===== src/rtl/nggp_pkg.sv =====
// Types, character codes and helper tables for the GGA position parser.
package nggp_pkg;

   localparam int unsigned VALUE_W   = 30;
   localparam int unsigned TOKEN_W   = 7;
   localparam int unsigned POW_W     = 20;

   localparam logic [VALUE_W-1:0] VALUE_MAX = 30'd999999999;
   localparam logic [TOKEN_W-1:0] TOKEN_MAX = 7'd127;

   // Token indexes within a line (header is token 0)
   localparam logic [TOKEN_W-1:0] TOKEN_LAT = 7'd2;
   localparam logic [TOKEN_W-1:0] TOKEN_LON = 7'd4;
   localparam logic [TOKEN_W-1:0] TOKEN_FIX = 7'd6;

   // ASCII codes
   localparam logic [7:0] CHAR_NUL     = 8'h00;
   localparam logic [7:0] CHAR_NEWLINE = 8'h0A;
   localparam logic [7:0] CHAR_DOLLAR  = 8'h24;
   localparam logic [7:0] CHAR_PLUS    = 8'h2B;
   localparam logic [7:0] CHAR_COMMA   = 8'h2C;
   localparam logic [7:0] CHAR_MINUS   = 8'h2D;
   localparam logic [7:0] CHAR_DOT     = 8'h2E;
   localparam logic [7:0] CHAR_ZERO    = 8'h30;
   localparam logic [7:0] CHAR_NINE    = 8'h39;

   localparam int unsigned HEADER_LEN = 6;

   // Summary of one finished line
   typedef struct packed {
      logic               done;
      logic               gga;
      logic               fix;
      logic [VALUE_W-1:0] latitude;
      logic [VALUE_W-1:0] longitude;
   } line_result_type;

   // Expected header "$GPGGA", one character per position
   function automatic logic [7:0] header_char(input logic [2:0] idx);
      logic [7:0] ch;
      unique case (idx)
         3'd0:    ch = CHAR_DOLLAR;
         3'd1:    ch = 8'h47;
         3'd2:    ch = 8'h50;
         3'd3:    ch = 8'h47;
         3'd4:    ch = 8'h47;
         3'd5:    ch = 8'h41;
         default: ch = CHAR_NUL;
      endcase
      return ch;
   endfunction

   // Powers of ten for the fraction zero fill
   function automatic logic [POW_W-1:0] pow10(input logic [2:0] k);
      logic [POW_W-1:0] p;
      unique case (k)
         3'd0:    p = 20'd1;
         3'd1:    p = 20'd10;
         3'd2:    p = 20'd100;
         3'd3:    p = 20'd1000;
         3'd4:    p = 20'd10000;
         3'd5:    p = 20'd100000;
         3'd6:    p = 20'd1000000;
         default: p = 20'd1;
      endcase
      return p;
   endfunction

endpackage


===== src/rtl/nmea_gga_position_parser_core.sv =====
// Top level of the GGA position parser: input register, line parser, result register.
//
//   channel | direction | ports                                   | item
//   req     | in        | req_valid, req_stall, req_rx_byte       | one serial byte
//   rsp     | out       | rsp_valid, rsp_stall, rsp_* fields      | one line summary
//
// Each byte is registered in the input register, then parsed: one byte per cycle while req_stall
// is low; the result item of a newline is then registered in the result register.
// Only newline bytes produce an item; all other bytes just update the line state.
// Reset clears the line state, the held position and the result valid flag.
// A result waiting under rsp_stall blocks only a following newline byte; other
// bytes keep flowing, so req_stall rises only when a newline meets a full result.
module nmea_gga_position_parser_core #(
   parameter int unsigned BUFFER_BYTES    = 100,
   parameter int unsigned FRACTION_DIGITS = 4
) (
   input  logic        clock,
   input  logic        reset,
   input  logic        req_valid,
   output logic        req_stall,
   input  logic [7:0]  req_rx_byte,
   output logic        rsp_valid,
   input  logic        rsp_stall,
   output logic        rsp_sentence_is_gga,
   output logic        rsp_fix_ok,
   output logic        rsp_position_updated,
   output logic [29:0] rsp_latitude_micro,
   output logic [29:0] rsp_longitude_micro
);

   localparam int unsigned VW = nggp_pkg::VALUE_W;

   logic                      in_valid_ff, in_valid_in;
   logic [7:0]                in_byte_ff;
   logic                      in_advance;
   logic                      in_blocked;
   nggp_pkg::line_result_type line_result;

   logic                      rsp_valid_ff, rsp_valid_in;
   logic                      gga_ff;
   logic                      fix_ff;
   logic [VW-1:0]             held_latitude_ff, held_latitude_in;
   logic [VW-1:0]             held_longitude_ff, held_longitude_in;

   // A newline item cannot enter while the previous result is still stalled
   assign in_blocked = (in_byte_ff == nggp_pkg::CHAR_NEWLINE) && rsp_valid_ff && rsp_stall;
   assign in_advance = in_valid_ff && !in_blocked;
   assign req_stall  = in_valid_ff && in_blocked;

   // Input register control
   always_comb begin
      in_valid_in = in_valid_ff;
      if (req_valid && !req_stall) in_valid_in = 1'b1;
      else if (in_advance)         in_valid_in = 1'b0;
   end

   always_ff @(posedge clock) begin
      if (reset) in_valid_ff <= 1'b0;
      else       in_valid_ff <= in_valid_in;
   end

   always_ff @(posedge clock) begin
      if (req_valid && !req_stall) in_byte_ff <= req_rx_byte;
   end

   // Line parser
   nggp_field_parser #(
      .BUFFER_BYTES   (BUFFER_BYTES),
      .FRACTION_DIGITS(FRACTION_DIGITS)
   ) u_field_parser (
      .clock      (clock),
      .reset      (reset),
      .step       (in_advance),
      .rx_byte    (in_byte_ff),
      .line_result(line_result)
   );

   // Result register and held position
   always_comb begin
      rsp_valid_in      = rsp_valid_ff;
      held_latitude_in  = held_latitude_ff;
      held_longitude_in = held_longitude_ff;
      if (line_result.done) rsp_valid_in = 1'b1;
      else if (!rsp_stall)  rsp_valid_in = 1'b0;
      if (line_result.done && line_result.fix) begin
         held_latitude_in  = line_result.latitude;
         held_longitude_in = line_result.longitude;
      end
   end

   always_ff @(posedge clock) begin
      if (reset) begin
         rsp_valid_ff      <= 1'b0;
         held_latitude_ff  <= '0;
         held_longitude_ff <= '0;
      end else begin
         rsp_valid_ff      <= rsp_valid_in;
         held_latitude_ff  <= held_latitude_in;
         held_longitude_ff <= held_longitude_in;
      end
   end

   always_ff @(posedge clock) begin
      if (line_result.done) begin
         gga_ff <= line_result.gga;
         fix_ff <= line_result.fix;
      end
   end

   assign rsp_valid            = rsp_valid_ff;
   assign rsp_sentence_is_gga  = gga_ff;
   assign rsp_fix_ok           = fix_ff;
   assign rsp_position_updated = fix_ff;
   assign rsp_latitude_micro   = held_latitude_ff;
   assign rsp_longitude_micro  = held_longitude_ff;

endmodule


===== src/rtl/nggp_field_parser.sv =====
// Line state and field accumulation: one byte per step, line summary on newline.
module nggp_field_parser #(
   parameter int unsigned BUFFER_BYTES    = 100,
   parameter int unsigned FRACTION_DIGITS = 4
) (
   input  logic                     clock,
   input  logic                     reset,
   input  logic                     step,
   input  logic [7:0]               rx_byte,
   output nggp_pkg::line_result_type line_result
);

   localparam int unsigned LP_W = $clog2(BUFFER_BYTES);
   localparam int unsigned FC_W = $clog2(FRACTION_DIGITS + 1);
   localparam int unsigned VW   = nggp_pkg::VALUE_W;
   localparam int unsigned TW   = nggp_pkg::TOKEN_W;

   // Line state
   logic [LP_W-1:0] line_position_ff,   line_position_in;
   logic            header_matches_ff,  header_matches_in;
   logic [TW-1:0]   token_number_ff,    token_number_in;
   logic            inside_token_ff,    inside_token_in;
   logic            number_stopped_ff,  number_stopped_in;
   logic            point_seen_ff,      point_seen_in;
   logic [FC_W-1:0] fraction_count_ff,  fraction_count_in;
   logic [VW-1:0]   latitude_accum_ff,  latitude_accum_in;
   logic [VW-1:0]   longitude_accum_ff, longitude_accum_in;
   logic            fix_nonzero_ff,     fix_nonzero_in;
   logic            fix_negative_ff,    fix_negative_in;
   logic            text_ended_ff,      text_ended_in;

   // acc * 10 + digit, saturating
   function automatic logic [VW-1:0] sat_times_ten(input logic [VW-1:0] acc,
                                                   input logic [3:0] d);
      logic [VW+3:0] v;
      v = (VW+4)'(acc) * (VW+4)'(10) + (VW+4)'(d);
      return (v > (VW+4)'(nggp_pkg::VALUE_MAX)) ? nggp_pkg::VALUE_MAX : v[VW-1:0];
   endfunction

   // acc * 10^k, saturating
   function automatic logic [VW-1:0] sat_pad(input logic [VW-1:0] acc,
                                             input logic [2:0] k);
      logic [VW+nggp_pkg::POW_W-1:0] p;
      p = (VW+nggp_pkg::POW_W)'(acc) * (VW+nggp_pkg::POW_W)'(nggp_pkg::pow10(k));
      return (p > (VW+nggp_pkg::POW_W)'(nggp_pkg::VALUE_MAX)) ?
             nggp_pkg::VALUE_MAX : p[VW-1:0];
   endfunction

   // Next-state logic for one byte
   always_comb begin
      logic          kept;
      logic          text_taken;
      logic          first;
      logic          is_digit;
      logic [3:0]    digit;
      logic          acc_token;
      logic          acc_is_lon;
      logic          acc_wr;
      logic [VW-1:0] acc_sel;
      logic [VW-1:0] acc_new;
      logic          close_now;
      logic          is_newline;

      line_position_in   = line_position_ff;
      header_matches_in  = header_matches_ff;
      token_number_in    = token_number_ff;
      inside_token_in    = inside_token_ff;
      number_stopped_in  = number_stopped_ff;
      point_seen_in      = point_seen_ff;
      fraction_count_in  = fraction_count_ff;
      latitude_accum_in  = latitude_accum_ff;
      longitude_accum_in = longitude_accum_ff;
      fix_nonzero_in     = fix_nonzero_ff;
      fix_negative_in    = fix_negative_ff;
      text_ended_in      = text_ended_ff;

      is_newline = (rx_byte == nggp_pkg::CHAR_NEWLINE);

      // '$' restarts the line
      if (rx_byte == nggp_pkg::CHAR_DOLLAR) begin
         line_position_in   = '0;
         header_matches_in  = 1'b0;
         token_number_in    = '0;
         inside_token_in    = 1'b0;
         number_stopped_in  = 1'b0;
         point_seen_in      = 1'b0;
         fraction_count_in  = '0;
         latitude_accum_in  = '0;
         longitude_accum_in = '0;
         fix_nonzero_in     = 1'b0;
         fix_negative_in    = 1'b0;
         text_ended_in      = 1'b0;
      end

      is_digit   = (rx_byte >= nggp_pkg::CHAR_ZERO) && (rx_byte <= nggp_pkg::CHAR_NINE);
      digit      = is_digit ? 4'(rx_byte - nggp_pkg::CHAR_ZERO) : 4'd0;
      first      = !inside_token_in;
      acc_is_lon = (token_number_in == nggp_pkg::TOKEN_LON);
      acc_token  = (token_number_in == nggp_pkg::TOKEN_LAT) || acc_is_lon;
      acc_sel    = acc_is_lon ? longitude_accum_in : latitude_accum_in;
      acc_new    = acc_sel;
      acc_wr     = 1'b0;

      kept       = (line_position_in < LP_W'(BUFFER_BYTES - 1));
      text_taken = kept && !text_ended_in;

      if (kept) begin
         // header compare over the first six bytes
         if (line_position_in == '0) begin
            header_matches_in = (rx_byte == nggp_pkg::header_char(3'd0));
         end else if (line_position_in < LP_W'(nggp_pkg::HEADER_LEN)) begin
            header_matches_in = header_matches_in &&
                                (rx_byte == nggp_pkg::header_char(line_position_in[2:0]));
         end

         // tokenizer
         if (!text_ended_in) begin
            if (rx_byte == nggp_pkg::CHAR_NUL) begin
               text_ended_in = 1'b1;
            end else if (rx_byte != nggp_pkg::CHAR_COMMA) begin
               if (first) begin
                  inside_token_in   = 1'b1;
                  number_stopped_in = 1'b0;
                  point_seen_in     = 1'b0;
                  fraction_count_in = '0;
               end
               if (!number_stopped_in) begin
                  if (acc_token) begin
                     if (is_digit) begin
                        if (!point_seen_in) begin
                           acc_new = sat_times_ten(acc_sel, digit);
                           acc_wr  = 1'b1;
                        end else if (fraction_count_in < FC_W'(FRACTION_DIGITS)) begin
                           acc_new           = sat_times_ten(acc_sel, digit);
                           acc_wr            = 1'b1;
                           fraction_count_in = fraction_count_in + FC_W'(1);
                        end
                     end else if (rx_byte == nggp_pkg::CHAR_DOT && !point_seen_in) begin
                        point_seen_in = 1'b1;
                     end else begin
                        number_stopped_in = 1'b1;
                     end
                  end else if (token_number_in == nggp_pkg::TOKEN_FIX) begin
                     if (is_digit) begin
                        if (digit != 4'd0) fix_nonzero_in = 1'b1;
                     end else if (first && rx_byte == nggp_pkg::CHAR_MINUS) begin
                        fix_negative_in = 1'b1;
                     end else if (!(first && rx_byte == nggp_pkg::CHAR_PLUS)) begin
                        number_stopped_in = 1'b1;
                     end
                  end
               end
            end
         end
         line_position_in = line_position_in + LP_W'(1);
      end

      // token close on comma or newline; zero-fill missing fraction digits
      close_now = inside_token_in &&
                  (is_newline || (text_taken && rx_byte == nggp_pkg::CHAR_COMMA));
      if (close_now) begin
         if (acc_token) begin
            acc_new = sat_pad(acc_sel, 3'(FRACTION_DIGITS) - 3'(fraction_count_in));
            acc_wr  = 1'b1;
         end
         if (token_number_in != nggp_pkg::TOKEN_MAX) begin
            token_number_in = token_number_in + TW'(1);
         end
         inside_token_in = 1'b0;
      end

      if (acc_wr) begin
         if (acc_is_lon) longitude_accum_in = acc_new;
         else            latitude_accum_in  = acc_new;
      end

      // line summary
      line_result.done      = step && is_newline;
      line_result.gga       = header_matches_in &&
                              (line_position_in >= LP_W'(nggp_pkg::HEADER_LEN));
      line_result.fix       = line_result.gga && fix_nonzero_in && !fix_negative_in;
      line_result.latitude  = latitude_accum_in;
      line_result.longitude = longitude_accum_in;

      // newline ends the line
      if (is_newline) begin
         line_position_in   = '0;
         header_matches_in  = 1'b0;
         token_number_in    = '0;
         inside_token_in    = 1'b0;
         number_stopped_in  = 1'b0;
         point_seen_in      = 1'b0;
         fraction_count_in  = '0;
         latitude_accum_in  = '0;
         longitude_accum_in = '0;
         fix_nonzero_in     = 1'b0;
         fix_negative_in    = 1'b0;
         text_ended_in      = 1'b0;
      end
   end

   // State registers
   always_ff @(posedge clock) begin
      if (reset) begin
         line_position_ff   <= '0;
         header_matches_ff  <= 1'b0;
         token_number_ff    <= '0;
         inside_token_ff    <= 1'b0;
         number_stopped_ff  <= 1'b0;
         point_seen_ff      <= 1'b0;
         fraction_count_ff  <= '0;
         latitude_accum_ff  <= '0;
         longitude_accum_ff <= '0;
         fix_nonzero_ff     <= 1'b0;
         fix_negative_ff    <= 1'b0;
         text_ended_ff      <= 1'b0;
      end else if (step) begin
         line_position_ff   <= line_position_in;
         header_matches_ff  <= header_matches_in;
         token_number_ff    <= token_number_in;
         inside_token_ff    <= inside_token_in;
         number_stopped_ff  <= number_stopped_in;
         point_seen_ff      <= point_seen_in;
         fraction_count_ff  <= fraction_count_in;
         latitude_accum_ff  <= latitude_accum_in;
         longitude_accum_ff <= longitude_accum_in;
         fix_nonzero_ff     <= fix_nonzero_in;
         fix_negative_ff    <= fix_negative_in;
         text_ended_ff      <= text_ended_in;
      end
   end

endmodule


===== config.mk =====
export PLATFORM = sky130hd
export DESIGN_NAME = nmea_gga_position_parser_core
export DESIGN_NICKNAME = d
export VERILOG_FILES = /design/src/rtl/nggp_pkg.sv /design/src/rtl/nmea_gga_position_parser_core.sv /design/src/rtl/nggp_field_parser.sv
export SDC_FILE = /design/constraint.sdc
export NUM_CORES = 2
export LEC_CHECK = 0
export BUFFER_PORTS_ARGS = -buffer_cell sky130_fd_sc_hd__buf_2
export CORE_ASPECT_RATIO = 0.75
export CORE_MARGIN = 2
export CORE_UTILIZATION = 41
export CTS_CLUSTER_DIAMETER = 80
export DETAILED_ROUTE_END_ITERATION = 8
export HOLD_SLACK_MARGIN = 0.06
export SYNTH_ARGS = -nofsm -noshare
export SYNTH_HDL_FRONTEND = slang
export SYNTH_SLANG_ARGS = --single-unit

===== constraint.sdc =====
create_clock -name clock -period 14.3 [get_ports clock]
set_clock_uncertainty 0.15 [all_clocks]
set_input_delay 0.715 -clock clock [delete_from_list [all_inputs] [get_ports clock]]
set_output_delay 0.715 -clock clock [all_outputs]
set_load 0.02 [all_outputs]

# After elaboration in Yosys (flattened, before gate mapping)

Cells that the tools add are included.

Bits in registers: 156
Input port bits: 12
Output and inout bits: 65
Word-level logic and storage cells: 232

$add $sub $neg: 6
$mul: 2
$lt $le $gt $ge: 8
Eq/ne operators: 24
Muxes and demuxes: 141
Reduce and logical (&&, ||, !) cells: 32

Operators by type and width:

| kind                  | number |
|---|---|
| $mux 30               | 22 |
| $pmux 20 s6           | 1 |
| $mux 1                | 88 |
| $gt 50x30->1 const B  | 1 |
| $mul 30x20->50        | 1 |
| $mux 7                | 7 |
| $mux 3                | 16 |
| $eq 8x6->1 const B    | 5 |
| $mux 20               | 2 |
| $add 34x4->34         | 1 |
| $gt 34x30->1 const B  | 1 |
| $mul 30x3->33 const B | 1 |
| $pmux 7 s4            | 1 |
| $mux 8                | 3 |
| $logic_and 1x1->1     | 18 |
| $eq 3x3->1 const B    | 5 |
| $add 7x1->7 const B   | 2 |
| $eq 7x3->1 const B    | 2 |
| $eq 3x2->1 const B    | 4 |
| $eq 8x4->1 const B    | 1 |
| $eq 8x8->1            | 1 |
| $ge 8x6->1 const B    | 1 |
| $le 8x6->1 const B    | 1 |
| $logic_not 8->1       | 1 |
| other kinds (20)      | 27 |

# Depth between registers and ports, before layout

Word-level depth: 30
Gate-level depth with buffers: 54
Mapped depth without buffers: 45

# Hierarchy

A second synthesis with hierarchy kept.

Cell total of the unflattened synthesis: 3885
Area, all modules: 30554.3 um2

Modules (own cells, without submodules):

| module                        | times used | cells an instance | area each (um2) | seq. area each (um2) |
|---|---|---|---|---|
| nggp_field_parser             | 1          | 3598              | 28038.1         | 1681.6 |
| nmea_gga_position_parser_core | 1          | 287               | 2516.2          | 1541.5 |

# Least setup slack after synthesis

OpenSTA, ideal clock, no wires.

Kind: register to register
Start point: reg in_byte_ff[1]
End point: reg held_longitude_ff[20] (netlist: rsp_longitude_micro[20])
Library setup time: 132 ps
Data arrival time: 11857 ps
Required time: 14018 ps
Path slack: 2161 ps
Cell stages (with the launch flop): 47
Path buffers: 10
Clock period less this slack: 12139 ps
Path through: edfxtp_1 clkbuf_1 nor2_1 nand4_1 buf_2 clkbuf_1 clkbuf_1 clkbuf_1 nand2_1 ha_1 nand3_1 buf_1 buf_1 buf_1 mux2i_1 or2_2 clkbuf_1 nor3_1 [... 11 more ...] fa_1 inv_1 ha_1 buf_2 nand2_1 o211a_1 or2_4 a41o_1 or3_1 a2111oi_2 and4_1 and3_1 o31a_1 nand4_4 o21ai_1 o221ai_1 o311ai_1 a21oi_1

Word-level cells in the longest chain between the ends: 29
Elaborated cells on any way between the ends: 157
Those cells by class: add/sub (5); mul (2); order compare (8); eq/ne (20); mux (97); reduce/logical (25)

RTL lines:

| element                                          | RTL line                                           | source |
|---|---|---|
| start, declared                                  | nmea_gga_position_parser_core.sv:34                | `logic [7:0] in_byte_ff;` |
| start signal, assigned                           | nmea_gga_position_parser_core.sv:63                | `if (req_valid && !req_stall) in_byte_ff <= req_rx_byte;` |
| $eq 8x6->1                                       | nggp_field_parser.sv:80, nggp_field_parser.sv:110  |  |
| $mux 3 / $mux 1 (equally long branches)          | nggp_field_parser.sv:80                            | `if (rx_byte == nggp_pkg::CHAR_DOLLAR) begin` |
| $mux 3                                           | nggp_field_parser.sv:121                           | `if (first) begin` |
| $mux 3                                           | nggp_field_parser.sv:120                           | `end else if (rx_byte != nggp_pkg::CHAR_COMMA) begin` |
| $mux 3                                           | nggp_field_parser.sv:118                           | `if (rx_byte == nggp_pkg::CHAR_NUL) begin` |
| $mux 3                                           | nggp_field_parser.sv:117                           | `if (!text_ended_in) begin` |
| $mux 3                                           | nggp_field_parser.sv:107                           | `if (kept) begin` |
| $add 3x1->3 / $lt 3x3->1 (equally long branches) | nggp_field_parser.sv:136, nggp_field_parser.sv:133 |  |
| [... 13 more ...]                                | --                                                 |  |
| $mux 20                                          | nggp_field_parser.sv:161                           | `if (close_now) begin` |
| $mul 30x20->50                                   | nggp_field_parser.sv:44                            | `p = (VW+nggp_pkg::POW_W)'(acc) * (VW+nggp_pkg::POW_W)'(nggp_pkg::pow10(k));` |
| $gt 50x30->1                                     | nggp_field_parser.sv:45                            | `return (p > (VW+nggp_pkg::POW_W)'(nggp_pkg::VALUE_MAX)) ?` |
| $mux 30                                          | nggp_field_parser.sv:45                            |  |
| $mux 30                                          | nggp_field_parser.sv:162                           | `if (acc_token) begin` |
| $mux 30                                          | nggp_field_parser.sv:161                           |  |
| $mux 30                                          | nggp_field_parser.sv:173                           | `if (acc_is_lon) longitude_accum_in = acc_new;` |
| $mux 30                                          | nggp_field_parser.sv:172                           | `if (acc_wr) begin` |
| end signal, assigned                             | nmea_gga_position_parser_core.sv:99                | `held_longitude_ff <= held_longitude_in;` |
| end, declared                                    | nmea_gga_position_parser_core.sv:43                | `logic [VW-1:0] held_longitude_ff, held_longitude_in;` |

Several ways; a longest one is shown, not always the timed one. The select of a mux whose other input is x is not followed.
A chain may end at the register's enable or synchronous reset.

# Final worst setup path

Start point: reg in_byte_ff[7]
End point: reg held_latitude_ff[18] (netlist: rsp_latitude_micro[18])

Word-level cells in the longest chain between the ends: 29
Elaborated cells on any way between the ends: 156
Those cells by class: add/sub (4); mul (2); order compare (8); eq/ne (20); mux (97); reduce/logical (25)

RTL lines:

| element                                          | RTL line                                           | source |
|---|---|---|
| $eq 8x6->1                                       | nggp_field_parser.sv:80, nggp_field_parser.sv:110  |  |
| $mux 3 / $mux 1 (equally long branches)          | nggp_field_parser.sv:80                            |  |
| $mux 3                                           | nggp_field_parser.sv:121                           |  |
| $mux 3                                           | nggp_field_parser.sv:120                           |  |
| $mux 3                                           | nggp_field_parser.sv:118                           |  |
| $mux 3                                           | nggp_field_parser.sv:117                           |  |
| $mux 3                                           | nggp_field_parser.sv:107                           |  |
| $add 3x1->3 / $lt 3x3->1 (equally long branches) | nggp_field_parser.sv:136, nggp_field_parser.sv:133 |  |
| [... 13 more ...]                                | --                                                 |  |
| $mux 20                                          | nggp_field_parser.sv:161                           |  |
| $mul 30x20->50                                   | nggp_field_parser.sv:44                            |  |
| $gt 50x30->1                                     | nggp_field_parser.sv:45                            |  |
| $mux 30                                          | nggp_field_parser.sv:45                            |  |
| $mux 30                                          | nggp_field_parser.sv:162                           |  |
| $mux 30                                          | nggp_field_parser.sv:161                           |  |
| $mux 30                                          | nggp_field_parser.sv:173                           |  |
| $mux 30                                          | nggp_field_parser.sv:172                           |  |
| end signal, assigned                             | nmea_gga_position_parser_core.sv:98                | `held_latitude_ff <= held_latitude_in;` |
| end, declared                                    | nmea_gga_position_parser_core.sv:42                | `logic [VW-1:0] held_latitude_ff, held_latitude_in;` |

Several ways; a longest one is shown, not always the timed one. The select of a mux whose other input is x is not followed.

==> key figures <==
Outcome
  • Outcome: complete, no violations

Power and ir drop
  • Proportion of power drawn by the clock network: 49.0%
  • Logic pwr share: under 10%
  • Sw power: roughly 0.26 mW
  • Leakage power: around 16 nW
  • Peak supply drop: between 0.00005 and 0.00006 V
  • Sw Share: about 27%
  • Power per Cell Area: ~30 nW/um^2
  • Power Internal: 0.686 mW
  • Flop pwr share: 47.3%

Critical path
  • Crit-path max cell delay: 0.81 ns
  • Worst path most repeated cell: fa_1
  • CP endpoint kind: flip-flop
  • WP depth: 46
  • Critical Path Start Type: flip-flop
  • Type of the worst setup path: reg2reg
  • Reg2Reg Depth: 46
  • Worst path bufs/invs: 9
  • Largest delay share family, worst path: adder cells
  • CP Max Fanout: 16
  • Worst EP required: 14.52 ns
  • Max stage delay cell, worst path: nor3b_1
  • Worst path arrival time: about 14 ns

Timing
  • Hold Vio Cnt, Final: 0
  • Setup_tns: 0 ns
  • F_max: ~0.074 GHz
  • Final WS setup: 0.707 ns
  • Final setup vio count: 0
  • Crit path time final: 13.59 ns
  • Fin crit share: a little over nine tenths
  • Hold slack: 0.296 ns
  • Tightest Pin Transition: 1.16 ns
  • RSZ-0062 raised after global routing: false
  • Slew Limit Headroom: between 20% and 30%
  • Fin. max-slew vios: 0

Floorplan
  • # IOs: 77
  • Die area: 74300 um^2
  • Die Ht: around 240 um
  • Die W: around 310 um
  • Starting Density: between 40 and 50%
  • Rows: 85
  • Core ar.: approximately 72000 um^2

Detailed routing
  • Vias: around 26000
  • Routed length per instance: 23.0 um
  • DR pass1 iterations: 6
  • Drt initial violations: 2978
  • Detailed-route DRC error count: 0
  • Via density per instance: 5.75
  • WL final: between 100000 and 150000 um
  • Antenna viol nets, final: 0

Global routing
  • First-pass GRT wire length: around 160000 um
  • Antenna violations before repair: 1
  • Vias in the first global route: around 26000
  • Gr usage total: roughly 29%
  • Largest net degree at the start of global routing: 57
  • Global route total overflow: 0

Job
  • Max-cap check violation count: 0

Yosys
  • Main synth FF type: dfxtp_1
  • Post-synthesis adder-cell area fraction: 40.6%
  • Synth Net Count: ~4400
  • Synth area leaders: fa_1 (30%), ha_1 (11%), dfxtp_1 (9.9%)
  • Post-synthesis compound-gate area fraction: about 16%
  • Synth Cell Area: around 30000 um^2
  • Post-synth EDFFs: 10
  • Post-Synthesis Cells: ~3700
  • Yosys top cell area share: 29.9%
  • Seq cells post-synth: approximately 160
  • Syn avg cell area: roughly 8.1 um^2
  • Netlist cell types: around 110
  • XOR/XNOR Fraction of Synth Area: 2.30%
  • Mux cell area share after synthesis: under 10%
  • Sequential-to-total area share from yosys stat: between 10% and 20%
  • Ys async rst share: 0%
  • Largest family of logic cells by synthesized area: adder cells
  • Synth area leader: fa_1
  • Synthesis warning total: 0
  • Post-synthesis simple-gate area fraction: 18.6%

Final layout
  • Fillcell total: roughly 7300
  • Commonest non-fill, non-tap cell in the layout: inv_1
  • Fin cells: between 4000 and 5000
  • Count of nets after finishing: around 4300
  • P&R area growth vs syn: 6.69%
  • Most frequent cells in the layout: inv_1 (618), fa_1 (442), nand2_1 (423), nor2_1 (362), ha_1 (252)
  • Share of cells above drive strength 1: ~7.5%
  • Post-layout util: roughly 44%

Clocking
  • H-tree depth: 4
  • Clock sink total: 156
  • Cts hold-fix bufs: 0
  • Max Buffers Root-to-Sink: 2
  • CTS Buf Count: 17
  • CTS tree: built
  • Clock-pin slew on the worst setup and hold paths: ~0.070 ns
  • CTS root buf: clkbuf_16
  • Clock Latency Late Sink: around 0.45 ns

Hold path
  • Hold depth: 1
  • HP Class: in2reg

Place
  • Post-Place Cells: about 4600
  • Hpwl dp: roughly 86000 um
  • Port-buffer cells: 76
  • Dpl ws: 0.795 ns
  • Gp weighted congestion: between 0.9 and 1
-- power groups by stage --
stage | clock network (mW) | logic (mW) | registers [mW]
floorplan | 0 | 0.0242 | 0.453
global placement | 0 | 0.0342 | 0.456
detailed placement | 0 | 0.0337 | 0.456
CTS | 0.463 | 0.0339 | 0.446
global route | 0.487 | 0.0371 | 0.447
finish | 0.463 | 0.0350 | 0.446
-- synth_stat cells, drive strengths merged (45+ instances only) --
cell type  count
nand2        426
o21ai        169
xnor2         45
nor2         370
dfxtp        146
clkbuf       149
nor3         114
fa           442
ha           252
inv          618
a21oi        162
nand3         64
-- final timing paths --
path	startpoint	to	slack, ns
setup / recovery	in_byte_ff[7]$_DFFE_PP_	rsp_latitude_micro[18]$_SDFFE_PP0P_	0.71
hold / removal	req_rx_byte[5]	in_byte_ff[5]$_DFFE_PP_	0.30
setup reg to reg	in_byte_ff[7]$_DFFE_PP_	rsp_latitude_micro[18]$_SDFFE_PP0P_	0.71
hold reg to reg	rsp_latitude_micro[16]$_SDFFE_PP0P_	rsp_latitude_micro[16]$_SDFFE_PP0P_	0.31
-- metal layers --
| metal | routed length, um | vias up | track usage, % | part of all wire, % |
|---|---|---|---|---|
| li1 | - | 12000 | - | - |
| met2 | 41900 | 1253 | 39.3 | 39 |
| met3 | 12400 | 120 | 8.75 | 12 |
| met1 | 49600 | 13100 | 43.7 | 47 |
| met4 | 2180 | 0 | 5.42 | 2.1 |
| met5 | 0 | - | 0 | 0 |
-- repair_timing --
item                       in CTS  in global routing
setup endpoints to repair       0                 54
resized for setup               0                 11
buffers inserted                0                  2
-- worst register-to-register path: cells and delay by family (launching register included) --
kind | cells | cell delay, ns
buffers and inverters | 9 | 1.11
adders and majority gates | 9 | 4.21
and+or+nand+nor | 17 | 3.91
AOI/OAI and AO/OA | 11 | 3.74
DFF | 1 | 0.42
-- metrics by stage --
stage	instance area, um^2	power [mW]
floorplan	29600	0.477
global placement	30900	0.490
detailed placement	30900	0.490
CTS	31500	0.943
global route	31500	0.972
finish	31600	0.944
-- registers in the layout (all words and copies together), names as in the netlist --
signal                             cells
rsp_valid                              1
u_field_parser.text_ended_ff           1
u_field_parser.longitude_accum_ff     30
u_field_parser.header_matches_ff       1
u_field_parser.fix_negative_ff         1
rsp_latitude_micro                    30
u_field_parser.latitude_accum_ff      30
rsp_sentence_is_gga                    1
u_field_parser.number_stopped_ff       1
u_field_parser.fraction_count_ff       3
u_field_parser.line_position_ff        7
u_field_parser.fix_nonzero_ff          1
in_valid_ff                            1
rsp_fix_ok                             1
u_field_parser.inside_token_ff         1
u_field_parser.point_seen_ff           1
in_byte_ff                             8
rsp_longitude_micro                   30
u_field_parser.token_number_ff         7
-- cell type report --
cell class              count  area (um^2)  share of cell area (%)
multi-input cells        2694        23400                    74.0
flip-flops and latches    156         3220                    10.2
inverters                 625         2350                    7.43
well taps                 957         1200                    3.79
repair buffers            135          827                    2.62
clock buffers              17          425                    1.35
clock inverters            15          175                   0.555
diodes                      2         5.00                  0.0159
-- cells by family after synthesis --
group	after synthesis
buf+inv	809
xor+xnor	76
compound gates	685
fa+ha+maj	694
flops	156
mux	37
simple gates	1200
Note: power is estimated with default switching activity, not from simulation.
